File: config.mk
export PLATFORM = sky130hd
export DESIGN_NAME = force_frame_parser_top_flat
export DESIGN_NICKNAME = d
export VERILOG_FILES = /design/src/hw/rtl/ffp_pkg.sv /design/src/hw/rtl/ffp_rx_if.sv /design/src/hw/rtl/ffp_res_if.sv /design/src/hw/rtl/ffp_ctrl.sv /design/src/hw/rtl/ffp_datapath.sv /design/src/hw/rtl/force_frame_parser_top.sv /design/src/flat_wrapper.sv
export VERILOG_INCLUDE_DIRS = /design/src /design/src/hw/rtl
export SDC_FILE = /design/constraint.sdc
export NUM_CORES = 1
export LEC_CHECK = 0
export BUFFER_PORTS_ARGS = -buffer_cell sky130_fd_sc_hd__buf_2
export CORE_MARGIN = 10
export CORE_UTILIZATION = 50
export CTS_BUF_LIST = sky130_fd_sc_hd__clkbuf_2
export CTS_CLUSTER_SIZE = 14
export DETAILED_ROUTE_END_ITERATION = 6
export HOLD_SLACK_MARGIN = 0.03
export PLACE_DENSITY_LB_ADDON = 0.3
export SYNTH_ARGS = -nofsm -noshare
export SYNTH_HDL_FRONTEND = slang
export SYNTH_SLANG_ARGS = --single-unit
File: constraint.sdc
create_clock -name clk -period 14.14 [get_ports clk]
set_input_delay 0.707 -clock clk [delete_from_list [all_inputs] [get_ports clk]]
set_output_delay 0.707 -clock clk [all_outputs]
set_load 0.1 [all_outputs]
File: src/hw/rtl/force_frame_parser_top_defines.svh
// assertion macros for the force frame parser
// used by force_frame_parser_top; expects clk and rst_n in scope
`ifndef FORCE_FRAME_PARSER_TOP_DEFINES_SVH
`define FORCE_FRAME_PARSER_TOP_DEFINES_SVH
`ifndef NO_ASSERTIONS
`define FFP_ASSERT_IMP(label, ante, cons, msg) \
    label: assert property (@(posedge clk) disable iff (!rst_n) (ante) |-> (cons)) \
        else $error(msg);
`define FFP_ASSERT_NXT(label, ante, cons, msg) \
    label: assert property (@(posedge clk) disable iff (!rst_n) (ante) |=> (cons)) \
        else $error(msg);
`else
`define FFP_ASSERT_IMP(label, ante, cons, msg)
`define FFP_ASSERT_NXT(label, ante, cons, msg)
`endif
`endif

File: src/hw/rtl/ffp_pkg.sv
// shared constants, command/status types and crc helper for the force frame parser
// no dependencies
package ffp_pkg;

    localparam int FRAME_BYTES  = 28;
    localparam int COUNTER_BITS = 32;
    localparam int CRC_LEN      = 26;
    localparam int FILL_BITS    = $clog2(FRAME_BYTES + 1);
    localparam int IDX_BITS     = $clog2(FRAME_BYTES);

    localparam logic [7:0]  HDR0     = 8'h53;
    localparam logic [7:0]  HDR1     = 8'h54;
    localparam logic [15:0] CRC_INIT = 16'hFFFF;
    localparam logic [15:0] CRC_POLY = 16'hA001;

    localparam logic [1:0] EV_NONE      = 2'd0;
    localparam logic [1:0] EV_GOOD      = 2'd1;
    localparam logic [1:0] EV_CRC       = 2'd2;
    localparam logic [1:0] EV_NONFINITE = 2'd3;

    typedef logic [COUNTER_BITS-1:0] cnt_t;
    typedef logic [FILL_BITS-1:0]    fill_t;

    typedef struct packed {
        logic store;
        logic drop;
        logic crc_init;
        logic crc_step;
        logic crc_fail;
        logic frame_done;
        logic load_out;
    } ffp_cmd_t;

    typedef struct packed {
        logic fill_ge2;
        logic full;
        logic hdr_ok;
        logic crc_last;
        logic crc_match;
        logic out_free;
    } ffp_stat_t;

    function automatic logic [15:0] crc16_byte(input logic [15:0] crc_in,
                                               input logic [7:0]  data);
        logic [15:0] c;
        c = crc_in ^ {8'h00, data};
        for (int b = 0; b < 8; b++)
        begin
            c = c[0] ? ((c >> 1) ^ CRC_POLY) : (c >> 1);
        end
        return c;
    endfunction

    function automatic cnt_t sat_inc(input cnt_t c);
        return (c == '1) ? c : c + cnt_t'(1);
    endfunction

endpackage

File: src/hw/rtl/ffp_rx_if.sv
// byte input channel of the force frame parser
// no dependencies
interface ffp_rx_if;
    logic       valid;
    logic       ready;
    logic [7:0] rx_byte;

    modport source (output valid, output rx_byte, input ready);
    modport sink (input valid, input rx_byte, output ready);
endinterface

File: src/hw/rtl/ffp_res_if.sv
// result channel of the force frame parser
// no dependencies
interface ffp_res_if;
    logic        valid;
    logic        ready;
    logic [1:0]  event_res;
    logic [31:0] force_x;
    logic [31:0] force_y;
    logic [31:0] force_z;
    logic [31:0] moment_x;
    logic [31:0] moment_y;
    logic [31:0] moment_z;
    logic [31:0] good_frames;
    logic [31:0] crc_failures;
    logic [31:0] skipped_bytes;
    logic [31:0] bad_value_frames;

    modport source (output valid, output event_res, output force_x, output force_y,
                    output force_z, output moment_x, output moment_y, output moment_z,
                    output good_frames, output crc_failures, output skipped_bytes,
                    output bad_value_frames, input ready);
    modport sink (input valid, input event_res, input force_x, input force_y,
                  input force_z, input moment_x, input moment_y, input moment_z,
                  input good_frames, input crc_failures, input skipped_bytes,
                  input bad_value_frames, output ready);
endinterface

File: src/hw/rtl/ffp_ctrl.sv
// sequencer of the force frame parser: header hunt, crc pass, result hand-off
// depends on ffp_pkg
module ffp_ctrl
    import ffp_pkg::*;
(
    input  logic      clk,
    input  logic      rst_n,
    input  logic      rx_valid,
    output logic      rx_ready,
    input  ffp_stat_t stat,
    output ffp_cmd_t  cmd
);

    localparam logic [2:0] ST_IDLE  = 3'd0;
    localparam logic [2:0] ST_SCAN  = 3'd1;
    localparam logic [2:0] ST_CRC   = 3'd2;
    localparam logic [2:0] ST_CHECK = 3'd3;
    localparam logic [2:0] ST_OUT   = 3'd4;

    logic [2:0] state_reg;
    logic [2:0] state_next;

    assign rx_ready = (state_reg == ST_IDLE);

    always_comb
    begin
        state_next = state_reg;
        cmd        = '0;
        case (state_reg)
            ST_IDLE:
            begin
                if (rx_valid)
                begin
                    cmd.store  = 1'b1;
                    state_next = ST_SCAN;
                end
            end
            ST_SCAN:
            begin
                if (!stat.fill_ge2)
                begin
                    state_next = ST_OUT;
                end
                else if (!stat.hdr_ok)
                begin
                    cmd.drop = 1'b1;
                end
                else if (!stat.full)
                begin
                    state_next = ST_OUT;
                end
                else
                begin
                    cmd.crc_init = 1'b1;
                    state_next   = ST_CRC;
                end
            end
            ST_CRC:
            begin
                cmd.crc_step = 1'b1;
                if (stat.crc_last)
                begin
                    state_next = ST_CHECK;
                end
            end
            ST_CHECK:
            begin
                if (stat.crc_match)
                begin
                    cmd.frame_done = 1'b1;
                    state_next     = ST_OUT;
                end
                else
                begin
                    // drop one byte and hunt for the next header
                    cmd.crc_fail = 1'b1;
                    state_next   = ST_SCAN;
                end
            end
            ST_OUT:
            begin
                if (stat.out_free)
                begin
                    cmd.load_out = 1'b1;
                    state_next   = ST_IDLE;
                end
            end
            default:
            begin
                state_next = ST_IDLE;
            end
        endcase
    end

    always_ff @(posedge clk or negedge rst_n)
    begin
        if (!rst_n)
        begin
            state_reg <= ST_IDLE;
        end
        else
        begin
            state_reg <= state_next;
        end
    end

endmodule

File: src/hw/rtl/ffp_datapath.sv
// byte window, crc engine, saturating counters and result register
// depends on ffp_pkg and ffp_res_if
module ffp_datapath
    import ffp_pkg::*;
(
    input  logic        clk,
    input  logic        rst_n,
    input  logic [7:0]  rx_byte,
    input  ffp_cmd_t    cmd,
    output ffp_stat_t   stat,
    ffp_res_if.source   res
);

    logic [7:0]          window_reg [FRAME_BYTES];
    fill_t               fill_reg;
    logic [IDX_BITS-1:0] crc_idx_reg;
    logic [15:0]         crc_reg;
    logic [1:0]          event_reg;
    cnt_t                good_reg;
    cnt_t                crc_fail_reg;
    cnt_t                skip_reg;
    cnt_t                nonfinite_reg;
    logic                out_valid_reg;
    logic [1:0]          out_event_reg;
    logic [31:0]         out_word_reg [6];
    logic [31:0]         out_good_reg;
    logic [31:0]         out_crc_reg;
    logic [31:0]         out_skip_reg;
    logic [31:0]         out_nonfin_reg;

    logic [31:0] words [6];
    logic        finite;

    always_comb
    begin
        finite = 1'b1;
        for (int k = 0; k < 6; k++)
        begin
            words[k] = {window_reg[2 + 4 * k + 3], window_reg[2 + 4 * k + 2],
                        window_reg[2 + 4 * k + 1], window_reg[2 + 4 * k]};
            if (words[k][30:23] == 8'hFF)
            begin
                finite = 1'b0;
            end
        end
    end

    assign stat.fill_ge2  = (fill_reg >= fill_t'(2));
    assign stat.full      = (fill_reg >= fill_t'(FRAME_BYTES));
    assign stat.hdr_ok    = (window_reg[0] == HDR0) && (window_reg[1] == HDR1);
    assign stat.crc_last  = (crc_idx_reg == IDX_BITS'(CRC_LEN - 1));
    assign stat.crc_match = (crc_reg == {window_reg[CRC_LEN + 1], window_reg[CRC_LEN]});
    assign stat.out_free  = !out_valid_reg || res.ready;

    // window payload, no reset
    always_ff @(posedge clk)
    begin
        if (cmd.store)
        begin
            window_reg[fill_reg[IDX_BITS-1:0]] <= rx_byte;
        end
        else if (cmd.drop || cmd.crc_fail)
        begin
            for (int i = 0; i < FRAME_BYTES - 1; i++)
            begin
                window_reg[i] <= window_reg[i + 1];
            end
        end
    end

    always_ff @(posedge clk or negedge rst_n)
    begin
        if (!rst_n)
        begin
            fill_reg      <= '0;
            crc_idx_reg   <= '0;
            crc_reg       <= CRC_INIT;
            event_reg     <= EV_NONE;
            good_reg      <= '0;
            crc_fail_reg  <= '0;
            skip_reg      <= '0;
            nonfinite_reg <= '0;
        end
        else
        begin
            if (cmd.store)
            begin
                fill_reg  <= fill_reg + fill_t'(1);
                event_reg <= EV_NONE;
            end
            if (cmd.drop)
            begin
                fill_reg <= fill_reg - fill_t'(1);
                skip_reg <= sat_inc(skip_reg);
            end
            if (cmd.crc_fail)
            begin
                fill_reg     <= fill_reg - fill_t'(1);
                skip_reg     <= sat_inc(skip_reg);
                crc_fail_reg <= sat_inc(crc_fail_reg);
                event_reg    <= EV_CRC;
            end
            if (cmd.crc_init)
            begin
                crc_reg     <= CRC_INIT;
                crc_idx_reg <= '0;
            end
            if (cmd.crc_step)
            begin
                crc_reg     <= crc16_byte(crc_reg, window_reg[crc_idx_reg]);
                crc_idx_reg <= crc_idx_reg + IDX_BITS'(1);
            end
            if (cmd.frame_done)
            begin
                fill_reg <= '0;
                if (finite)
                begin
                    good_reg  <= sat_inc(good_reg);
                    event_reg <= EV_GOOD;
                end
                else
                begin
                    nonfinite_reg <= sat_inc(nonfinite_reg);
                    event_reg     <= EV_NONFINITE;
                end
            end
        end
    end

    always_ff @(posedge clk or negedge rst_n)
    begin
        if (!rst_n)
        begin
            out_valid_reg <= 1'b0;
        end
        else if (cmd.load_out)
        begin
            out_valid_reg <= 1'b1;
        end
        else if (res.ready)
        begin
            out_valid_reg <= 1'b0;
        end
    end

    // frame bytes stay in the window after a good frame until the next transfer
    always_ff @(posedge clk)
    begin
        if (cmd.load_out)
        begin
            out_event_reg  <= event_reg;
            for (int k = 0; k < 6; k++)
            begin
                out_word_reg[k] <= (event_reg == EV_GOOD) ? words[k] : 32'd0;
            end
            out_good_reg   <= 32'(good_reg);
            out_crc_reg    <= 32'(crc_fail_reg);
            out_skip_reg   <= 32'(skip_reg);
            out_nonfin_reg <= 32'(nonfinite_reg);
        end
    end

    assign res.valid            = out_valid_reg;
    assign res.event_res        = out_event_reg;
    assign res.force_x          = out_word_reg[0];
    assign res.force_y          = out_word_reg[1];
    assign res.force_z          = out_word_reg[2];
    assign res.moment_x         = out_word_reg[3];
    assign res.moment_y         = out_word_reg[4];
    assign res.moment_z         = out_word_reg[5];
    assign res.good_frames      = out_good_reg;
    assign res.crc_failures     = out_crc_reg;
    assign res.skipped_bytes    = out_skip_reg;
    assign res.bad_value_frames = out_nonfin_reg;

endmodule

File: src/hw/rtl/force_frame_parser_top.sv
// force frame parser: byte in, one result per byte out
// depends on ffp_pkg, ffp_rx_if, ffp_res_if, ffp_ctrl, ffp_datapath
//
// usage:
//   rx carries one received link byte per transfer (valid/ready).
//   res carries exactly one result per input byte: event code, the six raw
//   float32 words (nonzero only for a good frame) and four saturating counters.
// timing:
//   a byte that does not complete a 28-byte window passes the scan and hand-off
//   steps; the scan step drops bytes one at a time while hunting for the 0x53 0x54 header.
//   a byte that completes a window runs the crc unit one byte per cycle over
//   26 bytes; after a crc mismatch one byte is dropped and the header hunt
//   resumes.
//   the result lands in an output register, so the next byte is taken while
//   the previous result still waits; a stalled receiver holds the block in its
//   hand-off step until res.ready comes back.
// reset:
//   window is emptied and all counters cleared; no clearing pass is needed.
module force_frame_parser_top
    import ffp_pkg::*;
(
    input  logic       clk,
    input  logic       rst_n,
    ffp_rx_if.sink     rx,
    ffp_res_if.source  res
);

`include "force_frame_parser_top_defines.svh"

    ffp_cmd_t  cmd;
    ffp_stat_t stat;

    ffp_ctrl u_ctrl (
        .clk      (clk),
        .rst_n    (rst_n),
        .rx_valid (rx.valid),
        .rx_ready (rx.ready),
        .stat     (stat),
        .cmd      (cmd)
    );

    ffp_datapath u_datapath (
        .clk     (clk),
        .rst_n   (rst_n),
        .rx_byte (rx.rx_byte),
        .cmd     (cmd),
        .stat    (stat),
        .res     (res)
    );

    `FFP_ASSERT_NXT(a_one_in_flight, rx.valid && rx.ready, !rx.ready, "byte taken while busy")
    `FFP_ASSERT_IMP(a_store_room, cmd.store, !stat.full, "byte stored into full window")
    `FFP_ASSERT_IMP(a_words_only_good, res.valid && (res.event_res != EV_GOOD), (res.force_x == 32'd0) && (res.moment_z == 32'd0), "frame words on non-good result")
    `FFP_ASSERT_IMP(a_crc_needs_full, cmd.crc_init, stat.hdr_ok && stat.full, "crc pass without full framed window")

endmodule
File: src/flat_wrapper.sv
// flat-port wrapper written by rule: the top's interface ports become plain ports
module force_frame_parser_top_flat import ffp_pkg::*;
  (clk, rst_n, rx_valid, rx_rx_byte, rx_ready, res_valid, res_event_res, res_force_x, res_force_y, res_force_z, res_moment_x, res_moment_y, res_moment_z, res_good_frames, res_crc_failures, res_skipped_bytes, res_bad_value_frames, res_ready);
  ffp_rx_if rx_i ();
  ffp_res_if res_i ();
  input  logic clk;
  input  logic rst_n;
  input wire logic [$bits(rx_i.valid)-1:0] rx_valid;
  input wire logic [$bits(rx_i.rx_byte)-1:0] rx_rx_byte;
  output wire logic [$bits(rx_i.ready)-1:0] rx_ready;
  output wire logic [$bits(res_i.valid)-1:0] res_valid;
  output wire logic [$bits(res_i.event_res)-1:0] res_event_res;
  output wire logic [$bits(res_i.force_x)-1:0] res_force_x;
  output wire logic [$bits(res_i.force_y)-1:0] res_force_y;
  output wire logic [$bits(res_i.force_z)-1:0] res_force_z;
  output wire logic [$bits(res_i.moment_x)-1:0] res_moment_x;
  output wire logic [$bits(res_i.moment_y)-1:0] res_moment_y;
  output wire logic [$bits(res_i.moment_z)-1:0] res_moment_z;
  output wire logic [$bits(res_i.good_frames)-1:0] res_good_frames;
  output wire logic [$bits(res_i.crc_failures)-1:0] res_crc_failures;
  output wire logic [$bits(res_i.skipped_bytes)-1:0] res_skipped_bytes;
  output wire logic [$bits(res_i.bad_value_frames)-1:0] res_bad_value_frames;
  input wire logic [$bits(res_i.ready)-1:0] res_ready;
  assign rx_i.valid = rx_valid;
  assign rx_i.rx_byte = rx_rx_byte;
  assign rx_ready = rx_i.ready;
  assign res_valid = res_i.valid;
  assign res_event_res = res_i.event_res;
  assign res_force_x = res_i.force_x;
  assign res_force_y = res_i.force_y;
  assign res_force_z = res_i.force_z;
  assign res_moment_x = res_i.moment_x;
  assign res_moment_y = res_i.moment_y;
  assign res_moment_z = res_i.moment_z;
  assign res_good_frames = res_i.good_frames;
  assign res_crc_failures = res_i.crc_failures;
  assign res_skipped_bytes = res_i.skipped_bytes;
  assign res_bad_value_frames = res_i.bad_value_frames;
  assign res_i.ready = res_ready;
  force_frame_parser_top u_core (.clk(clk), .rst_n(rst_n), .rx(rx_i), .res(res_i));
endmodule
; ---- Word level (Yosys, flattened, before mapping)
; Memory sizes are Yosys's and may differ from the RTL's.
; Index checks and enable logic that the tools add are counted.
[op_classes]
add_sub_neg = 7
n_reduce_logical = 15
bitwise_logic = 13
n_lt_le_gt_ge = 2
mux = 68
eq_ne = 23
[ops]
columns = cell, count
row1 = 32-bit two-way mux, 9
row2 = 16-bit two-way mux, 10
row3 = 32-bit by 1-bit adder with 32-bit output (second input constant), 4
row4 = 32-bit == test (second input constant), 4
row5 = 8-bit == test (second input constant), 6
row6 = 5-bit two-way mux, 7
row7 = 1-bit two-way mux, 26
row8 = 2-bit NOT with 3-bit output, 8
row9 = 3-bit two-way mux, 7
row10 = 16-bit == test, 1
row11 = 8-bit by 7-bit == test with 1-bit output (second input constant), 2
row12 = 16-bit by 8-bit bitwise XOR with 16-bit output, 1
row13 = 3-bit one-hot mux with 5 select lines, 1
row14 = 2-bit two-way mux, 7
row15 = 5-bit by 1-bit adder with 5-bit output (second input constant), 2
row16 = 8-bit two-way mux, 1
row17 = 8-bit OR reduction, 1
row18 = 3-bit by 2-bit == test with 1-bit output (second input constant), 2
row19 = 3-bit AND reduction, 2
row20 = 2-bit nonzero test, 3
row21 = 5-bit == test (second input constant), 1
row22 = 5-bit by 2-bit greater-or-equal comparator with 1-bit output (second input constant), 1
row23 = 5-bit greater-or-equal comparator (second input constant), 1
row24 = 5-bit by 1-bit subtractor with 5-bit output (second input constant), 1
row25 = 15 further kinds, 20
[totals]
inputBits = 12
memories = 2
ram_bits = 416
wordCells = 145
regBits = 290
[memory_table]
columns = name, words, width, rd, rd_clocked_by_memory_dff, wr, line_no
row1 = u_core.u_datapath.window_reg, 28, 8, 29, 0, 27, ffp_datapath.sv:14  ; logic [7:0] window_reg [FRAME_BYTES];
row2 = u_core.u_datapath.out_word_reg, 6, 32, 6, 0, 6, ffp_datapath.sv:25  ; logic [31:0] out_word_reg [6];

; ---- Logic depth before layout (Yosys ltp)
; Gate-level depths: netlist of run 1.
; An unclocked memory read counts as a cell.
[logic_depth]
depth_word = 19
ltp_mapped = 14
mapped_depth_nobuf = 9

; ---- Modules after synthesis
; From an unflattened synthesis of run 1, not the netlist that was laid out.
[unflattened]
hier_cells = 2288
hier_area_um2 = 30950.9
[by_module_without_submodules]
columns = module, area_per_inst_um2, instances, cells_per_inst, seq_area_each_um2
row1 = ffp_datapath, 30678.2, 1, 2255, 21305.4
row2 = ffp_ctrl, 272.8, 1, 33, 75.1

; ---- Least setup slack after synthesis of run 1
; OpenSTA, ideal clock, no wires.
[synth_path]
path_type = reg-to-reg
start = register u_core.u_datapath.out_valid_reg, in the netlist u_core.u_datapath.res.valid
end = memory u_core.u_datapath.out_word_reg[0][0] (enable)
arrival_time_ps = 8379
n_path_buf = 0
period_less_slack_ps = 9107
slack_ps = 5033
required_time_ps = 13413
stages_incl_launch_ff = 3
path_cell_list = dfrtp_1 -> nand2b_1 -> and3_1
[synth_lines]
columns = element, line_no
row1 = from (decl), ffp_datapath.sv:23  ; logic out_valid_reg;
row2 = from (signal assigned), ffp_datapath.sv:134  ; out_valid_reg <= 1'b0;
row3 = from (signal assigned), ffp_datapath.sv:138  ; out_valid_reg <= 1'b1;
row4 = from (signal assigned), ffp_datapath.sv:142  ; out_valid_reg <= 1'b0;
row5 = to (decl), ffp_datapath.sv:25

; ---- Worst setup path after layout of run 1
[layout_path]
start = register u_core.u_datapath.crc_idx_reg[0]
end = register u_core.u_datapath.crc_reg[0]
[layout_via]
elab_chain_len = 12
[layout_rtl]
columns = element, line_no
row1 = from (decl), ffp_datapath.sv:16  ; logic [IDX_BITS-1:0] crc_idx_reg;
row2 = from (signal assigned), ffp_datapath.sv:111  ; crc_idx_reg <= crc_idx_reg + IDX_BITS'(1);
row3 = memory read 28 x 8 bit *, -
row4 = 16-bit by 8-bit bitwise XOR with 16-bit output *, ffp_pkg.sv:46  ; c = crc_in ^ {8'h00, data};
row5 = 16-bit two-way mux * (6 in a row), ffp_pkg.sv:49  ; c = c[0] ? ((c >> 1) ^ CRC_POLY) : (c >> 1);
row6 = 2-bit NOT with 3-bit output (no source line) / 16-bit two-way mux (equally long branches), -
row7 = 16-bit two-way mux * (2 in a row), ffp_pkg.sv:49
row8 = 16-bit two-way mux *, ffp_datapath.sv:108  ; if (cmd.crc_step)
row9 = to (signal assigned), ffp_datapath.sv:110  ; crc_reg <= crc16_byte(crc_reg, window_reg[crc_idx_reg]);
row10 = to (decl), ffp_datapath.sv:17  ; logic [15:0] crc_reg;
; Mark *: on every way between the ends. The rest lies on a longest branch, timed or not.
; A chain may end at the register's enable or synchronous reset.

==> results of run 1 <==
==> metal layers <==
layer / track usage (%) / share of wire, % / wire length (um)
met1: 31.9 / 40 / 34500
met2: 36.0 / 47 / 40000
met3: 6.63 / 11 / 9070
met4: 7.97 / 2.1 / 1790
met5: 0 / 0.025 / 21
==> logic make-up (layout without fill, tap and decap cells) <==
kind of cell | count (synthesis) | count (layout)
AO/OA/AOI/OAI | 118 | 118
XOR/XNOR | 164 | 164
adder cells (fa/ha/maj) | 10 | 10
buffers and inverters | 124 | 729
flip-flops | 738 | 738
multiplexers | 115 | 115
other | 0 | 2
AND/OR/NAND/NOR | 1031 | 1031
==> worst paths after layout <==
path | slack [ns] | from | end
setup / recovery | 9.51 | u_core.u_datapath.crc_idx_reg[0] | u_core.u_datapath.crc_reg[0]
hold / removal | 0.22 | rx_rx_byte[5] | u_core.u_datapath.window_reg[28][5]
setup reg to reg | 9.51 | u_core.u_datapath.crc_idx_reg[0] | u_core.u_datapath.crc_reg[0]
hold reg to reg | 0.48 | u_core.u_datapath.nonfinite_reg[1] | u_core.u_datapath.res.bad_value_frames[1]
max in group asynchronous | 12.96 | rst_n | u_core.u_datapath.good_reg[2]
min in group asynchronous | 0.53 | rst_n | u_core.u_datapath.skip_reg[15]
==> final cells by class <==
| type | count | share of cell area, % |
|---|---|---|
| antenna | 2 | 0.0142 |
| tap | 782 | 2.78 |
| inverter | 20 | 0.214 |
| clock buffer | 267 | 3.80 |
| clock inverter | 65 | 1.24 |
| sequential | 738 | 60.8 |
| multi-input combinational | 1438 | 25.2 |
| timing repair buffer | 377 | 5.88 |
==> per-stage QoR <==
stage / hold WS, ns / total power [uW]
global placement: 0.470 / 7270
floorplan: 0.411 / 6360
finish: 0.221 / 8840
detailed placement: 0.467 / 7320
CTS: 0.0328 / 8830
global route: 0.111 / 9220
==> worst register-to-register path: stages (launching register included) <==
cell      delay (ns)
dfrtp_4         1.00
buf_4           0.93
mux4_1          0.67
mux2_2          0.27
o211ai_1        0.24
a211oi_1        0.10
xnor2_1         0.28
xnor2_1         0.20
xnor3_2         0.51
xor2_1          0.18
a21oi_1         0.16
==> cell usage in the layout, fill, tap and decap left out, types with 8 or more instances in the layout <==
cell / netlist / layout
edfxtp_1: 578 / 578
nand2_1: 577 / 576
buf_2: 7 / 334
clkbuf_2: 0 / 267
and2_1: 210 / 210
dfrtp_1: 144 / 143
xnor2_1: 117 / 117
mux2i_1: 84 / 84
nor2_1: 56 / 56
nand3_1: 55 / 55
xor2_1: 44 / 44
clkinv_1: 0 / 44
nand4_1: 41 / 41
a22oi_1: 38 / 38
a21oi_1: 29 / 28
and3_1: 26 / 25
buf_4: 3 / 21
inv_1: 20 / 20
dlygate4sd3_1: 0 / 20
dfstp_2: 16 / 16
and4_1: 13 / 13
mux4_1: 13 / 13
mux4_2: 11 / 11
ha_1: 10 / 10
nor3_1: 9 / 9
nor4_1: 9 / 9
nor2b_1: 10 / 9
o21ai_0: 8 / 8
==> power breakdown <==
| part | switching, uW | internal [uW] |
|---|---|---|
| Clock | 878 | 621 |
| Sequential | 663 | 3200 |
| Combinational | 2590 | 877 |
| Total | 4130 | 4700 |
==> flow_summary.ini, run 1 <==
[grt]
grt_use_total_pct = 23.5
grt_pass1_wl_um = 126000
antenna_found_initial = 6
grt_pass1_vias = 20400
grt_max_degree = 119
overflow = 0

[synthesis]
synthTopCellsByCount = 578 x edfxtp_1, 577 x nand2_1, 210 x and2_1, 144 x dfrtp_1, 117 x xnor2_1
yosys.area_share.simple_pct = 15.8
syn_inst = 2300
synth_xor_area_share_pct = 4.76
synth_top_family_by_area = simple AND/OR/NAND/NOR gates
yosys_warnings = 0
syn_area_sq_mm = 0.0308
synth_compound_area_share_pct = 2.76
synthArstFlopShare_pct = 21.7
yosysTopAreaCell = edfxtp_1
synth_cell_types = 64
synth_top_cell_area_share_pct = 56.3
synth.avg_cell_area_sq_um = 13.4
synthTopCellsByArea = edfxtp_1 56%, dfrtp_1 12%, nand2_1 7.0%, and2_1 4.3%, xnor2_1 3.3%
synth_adder_area_share_pct = 0.406
synthesis.nets = 2322
synth.area.mux_share_pct = 4.89
synth_most_common_cell = edfxtp_1
ys_seq_area_share_pct = 69.4
yosys_register_bits = 738
synthFlopType = edfxtp_1
synth_edf_count = 578

[placed_design]
placed_cells = 3334
dp_slack_ns = 9.53
placed_area_sq_mm = 0.0331
hpwl_um = 58500
finalWeightedCongestion = 0.927
portBuffers = 335

[setup_path]
rr_worst_depth = 10
startpoint_type = flip-flop
cp.required_ns = 15.38
cp_slowest_stage_delay_ns = 1.00
critPathBufInv = 1
critPathCaptureType = flip-flop
critPathMostFrequentCell = xnor2_1
critPathMaxFanout = 61
worst-setup-path-type = flip-flop to flip-flop
path_delay_family = XOR/XNOR gates
path_depth = 10
worstPathCellList = buf_4 > mux4_1 > mux2_2 > o211ai_1 > a211oi_1 > xnor2_1 > xnor2_1 > xnor3_2 > xor2_1 > a21oi_1
arrival_ns = 5.86
cp_slowest_cell = dfrtp_4

[detailed_routing]
num_vias = 20700
viasPerCell = 5.60
drt-wirelength-per-cell_um = 23.1
drt-pass1-iter-count = 5
postRouteAntennaNets = 0
drc_errors = 0
wirelength_um = 85300
initialDrtViolationCount = 2191

[timing]
hold_viol_final = 0
skew_ns = 0.119
grt_setup_unrepaired = false
fmax_mhz = 216
fin_tns_setup_ns = 0
slew_violations = 0
final-setup-viol-count = 0
timing_worst_slew_pin_value_ns = 1.27
fin_ws_ns = 9.51
slew_headroom_pct = 15.5
period_needed_ns = 4.63
fin_crit_sh_pct = 32.7

[floorplan]
fp-row-count = 90
start_util_pct = 50.8
core-area_sq_mm = 0.0607
fp.dieW_um = 268
dieArea_sq_mm = 0.0720
die_h_um = 268
ios = 336

[final_layout]
multiInputGateArea_sq_mm = 0.00887
syn_to_final_growth_pct = 14.0
seqCellArea_sq_mm = 0.0214
drive_above_1_share_pct = 24.3
final_area_sq_mm = 0.0352
fin_cells = 3689
n_fill_cell = 4919
largest_reg_flops = 256
layout.nets = 2779
fin_util_pct = 57.9

[cts]
clk_latency_ns = 1.37
post_cts_buffers = 0
path_clk_slew_ns = 0.10
cts_sinks = 738
cts-root-buf = clkbuf_2
cts_max_level = 4
cts_tree = yes
holdBufCountCts = 21
clockBufferDepth = 3
cts_inserted_buffers = 182
post_cts_resized = 0

[power_and_ir_drop]
leakage_uw = 0.0145
peakVddDrop_mv = 0.204
powerDensity_mw_per_mm2 = 251

[job]
max_cap_violations = 0

[worst_hold_path]
holdPathStages = 2
hold_path_class = input pin to flip-flop

[status]
outcome = complete, no violations
Note: power is estimated with default switching activity, not from simulation.
==> run 2: changes to the inputs <==
==> constraint.sdc (replaced) <==
create_clock -name clk -period 4.4 [get_ports clk]
set_input_delay 0.22 -clock clk [delete_from_list [all_inputs] [get_ports clk]]
set_output_delay 0.22 -clock clk [all_outputs]
set_load 0.1 [all_outputs]
==> run 2 against run 1 <==
Worst setup slack got worse by 8.9 ns; clock-buffer cell count up 10; global-route usage increased by 0.24 points; flip-flop and latch count is the same; die area stayed put; largest cell class unchanged.
==> flow_summary.ini, run 2 (same netlist as run 1, synthesis figures left out) <==
[setup_path]
rr_worst_depth = 10
reg2reg_slack_ns = 0.65
startpoint_type = flip-flop
worstReg2RegEnd = u_core.u_datapath.crc_reg[15]
critPathCaptureType = flip-flop
arrival_ns = 4.97
worst-setup-path-type = flip-flop to flip-flop
cp.required_ns = 5.62
critPathMaxFanout = 13
rr_startpoint = u_core.u_datapath.crc_idx_reg[4]

[cts]
cts_inserted_buffers = 182
post_cts_resized = 0
cts-root-buf = clkbuf_2
path_clk_slew_ns = 0.10
cts_max_level = 4
clockBufferDepth = 3
clk_latency_ns = 1.36
cts_tree = yes
cts_sinks = 738

[power_and_ir_drop]
power_uw = 28400
leakage_uw = 0.0147
peakVddDrop_mv = 0.623
powerDensity_mw_per_mm2 = 804

[final_layout]
drive_above_1_share_pct = 25.1
layout.nets = 2809
multiInputGateArea_sq_mm = 0.00886
final_cell_mix = 578 x edfxtp_1, 577 x nand2_1, 334 x buf_2
syn_to_final_growth_pct = 14.7
seqCellArea_sq_mm = 0.0214
fin_util_pct = 58.3
n_fill_cell = 4940
largest_reg_flops = 256
layout_commonest_cell = edfxtp_1

[detailed_routing]
drt-wirelength-per-cell_um = 23.2
num_vias = 20600
drc_errors = 0
wirelength_um = 86100
viasPerCell = 5.56
postRouteAntennaNets = 0
drt-pass1-iter-count = 5
initialDrtViolationCount = 2382

[floorplan]
dieArea_sq_mm = 0.0720
core-area_sq_mm = 0.0607
fp-row-count = 90
start_util_pct = 50.8
ios = 336
die_h_um = 268
fp.dieW_um = 268

[grt]
grt_max_degree = 145
grt_pass1_vias = 20500
grt_pass1_wl_um = 128000
grt_use_total_pct = 23.7
antenna_found_initial = 5
overflow = 0

[timing]
hold_viol_final = 0
slew_violations = 0
fmax_mhz = 266
period_needed_ns = 3.75
fin_crit_sh_pct = 85.3
slew_headroom_pct = 30.5
grt_setup_unrepaired = false
fin_tns_setup_ns = 0
skew_ns = 0.117
timing_worst_slew_pin_value_ns = 1.04
final-setup-viol-count = 0

[worst_hold_path]
holdPathStages = 4
hold_path_class = input pin to flip-flop
hp-start = rx_rx_byte[3]
min_to = u_core.u_datapath.window_reg[10][3]

[placed_design]
finalWeightedCongestion = 0.949
portBuffers = 335
hpwl_um = 60700

[status]
outcome = complete, no violations

[job]
max_cap_violations = 0
-- run 2: cell types whose count changed in the layout (fill, tap and decap cells not counted), moves of 4 or more --
cell / change
buf_4: +16
clkbuf_2: +10
bufinv_16: -4
clkinv_1: -17
dlygate4sd3_1: +4
buf_12: +10
-- run 2: critical path: stages, from the launching register on --
cell and delay [ns]:
dfrtp_1 0.58, buf_4 0.27, nor2_1 0.79, a22oi_1 0.38, a21oi_1 0.25, nor4_2 0.09
xnor2_1 0.34, xnor2_2 0.19, xnor3_2 0.41, xor2_1 0.18, a21oi_1 0.17
-- run 2: area by class of cell --
type,count,area share [%]
antenna,2,0.0142
clock buffer,277,3.92
clock inverter,43,0.708
inverter,20,0.212
multi-input combinational,1438,25.1
sequential,738,60.5
tap,782,2.77
timing repair buffer,407,6.87
-- run 2: repair_timing --
action                    in CTS  in global routing
setup buffers                  0                  0
hold buffers                  25                  0
hold endpoints to repair     858                  0
-- run 2: power by group --
| group | internal (uW) | switching [uW] | leakage [uW] |
|---|---|---|---|
| combinational | 2990 | 8610 | 0.00595 |
| sequential | 10300 | 2020 | 0.00747 |
| clock | 1790 | 2730 | 0.00126 |
| total | 15100 | 13400 | 0.0147 |
-- run 2: routing by layer --
layer	share of wire, %	wire length, um	vias up	global-route usage, %
li1	-	-	9210	-
met1	41	35100	10200	32.5
met2	47	40200	1066	36.6
met3	11	9320	117	6.69
met4	1.7	1490	2	6.92
met5	0.015	13	-	0
-- run 2: worst max-delay path by stage --
stage,from,to,slack (ns),cells after the start
floorplan,u_core.u_ctrl.state_reg[2],u_core.u_datapath.window_reg[3][0],0.22,5
CTS,u_core.u_datapath.crc_idx_reg[4],u_core.u_datapath.crc_reg[15],0.78,10
finish,u_core.u_datapath.crc_idx_reg[4],u_core.u_datapath.crc_reg[15],0.65,10
detailed placement,u_core.u_datapath.crc_idx_reg[4],u_core.u_datapath.crc_reg[15],0.81,10
global placement,u_core.u_datapath.crc_idx_reg[4],u_core.u_datapath.crc_reg[14],0.87,10
global route,u_core.u_datapath.crc_idx_reg[4],u_core.u_datapath.crc_reg[14],0.51,10
-- run 2: metrics by stage --
step | setup WS [ns] | cell area [sq um] | cells | hold slack (ns)
final | 0.646 | 35400 | 3707 | 0.236
after global routing | 0.511 | 35400 | 3706 | 0.148
after CTS | 0.781 | 35400 | 3705 | 0.0440
after detailed placement | 0.813 | 33500 | 3360 | 0.344
after global placement | 0.869 | 33500 | 3360 | 0.336
after floorplan | 0.224 | 30800 | 2300 | -0.0756
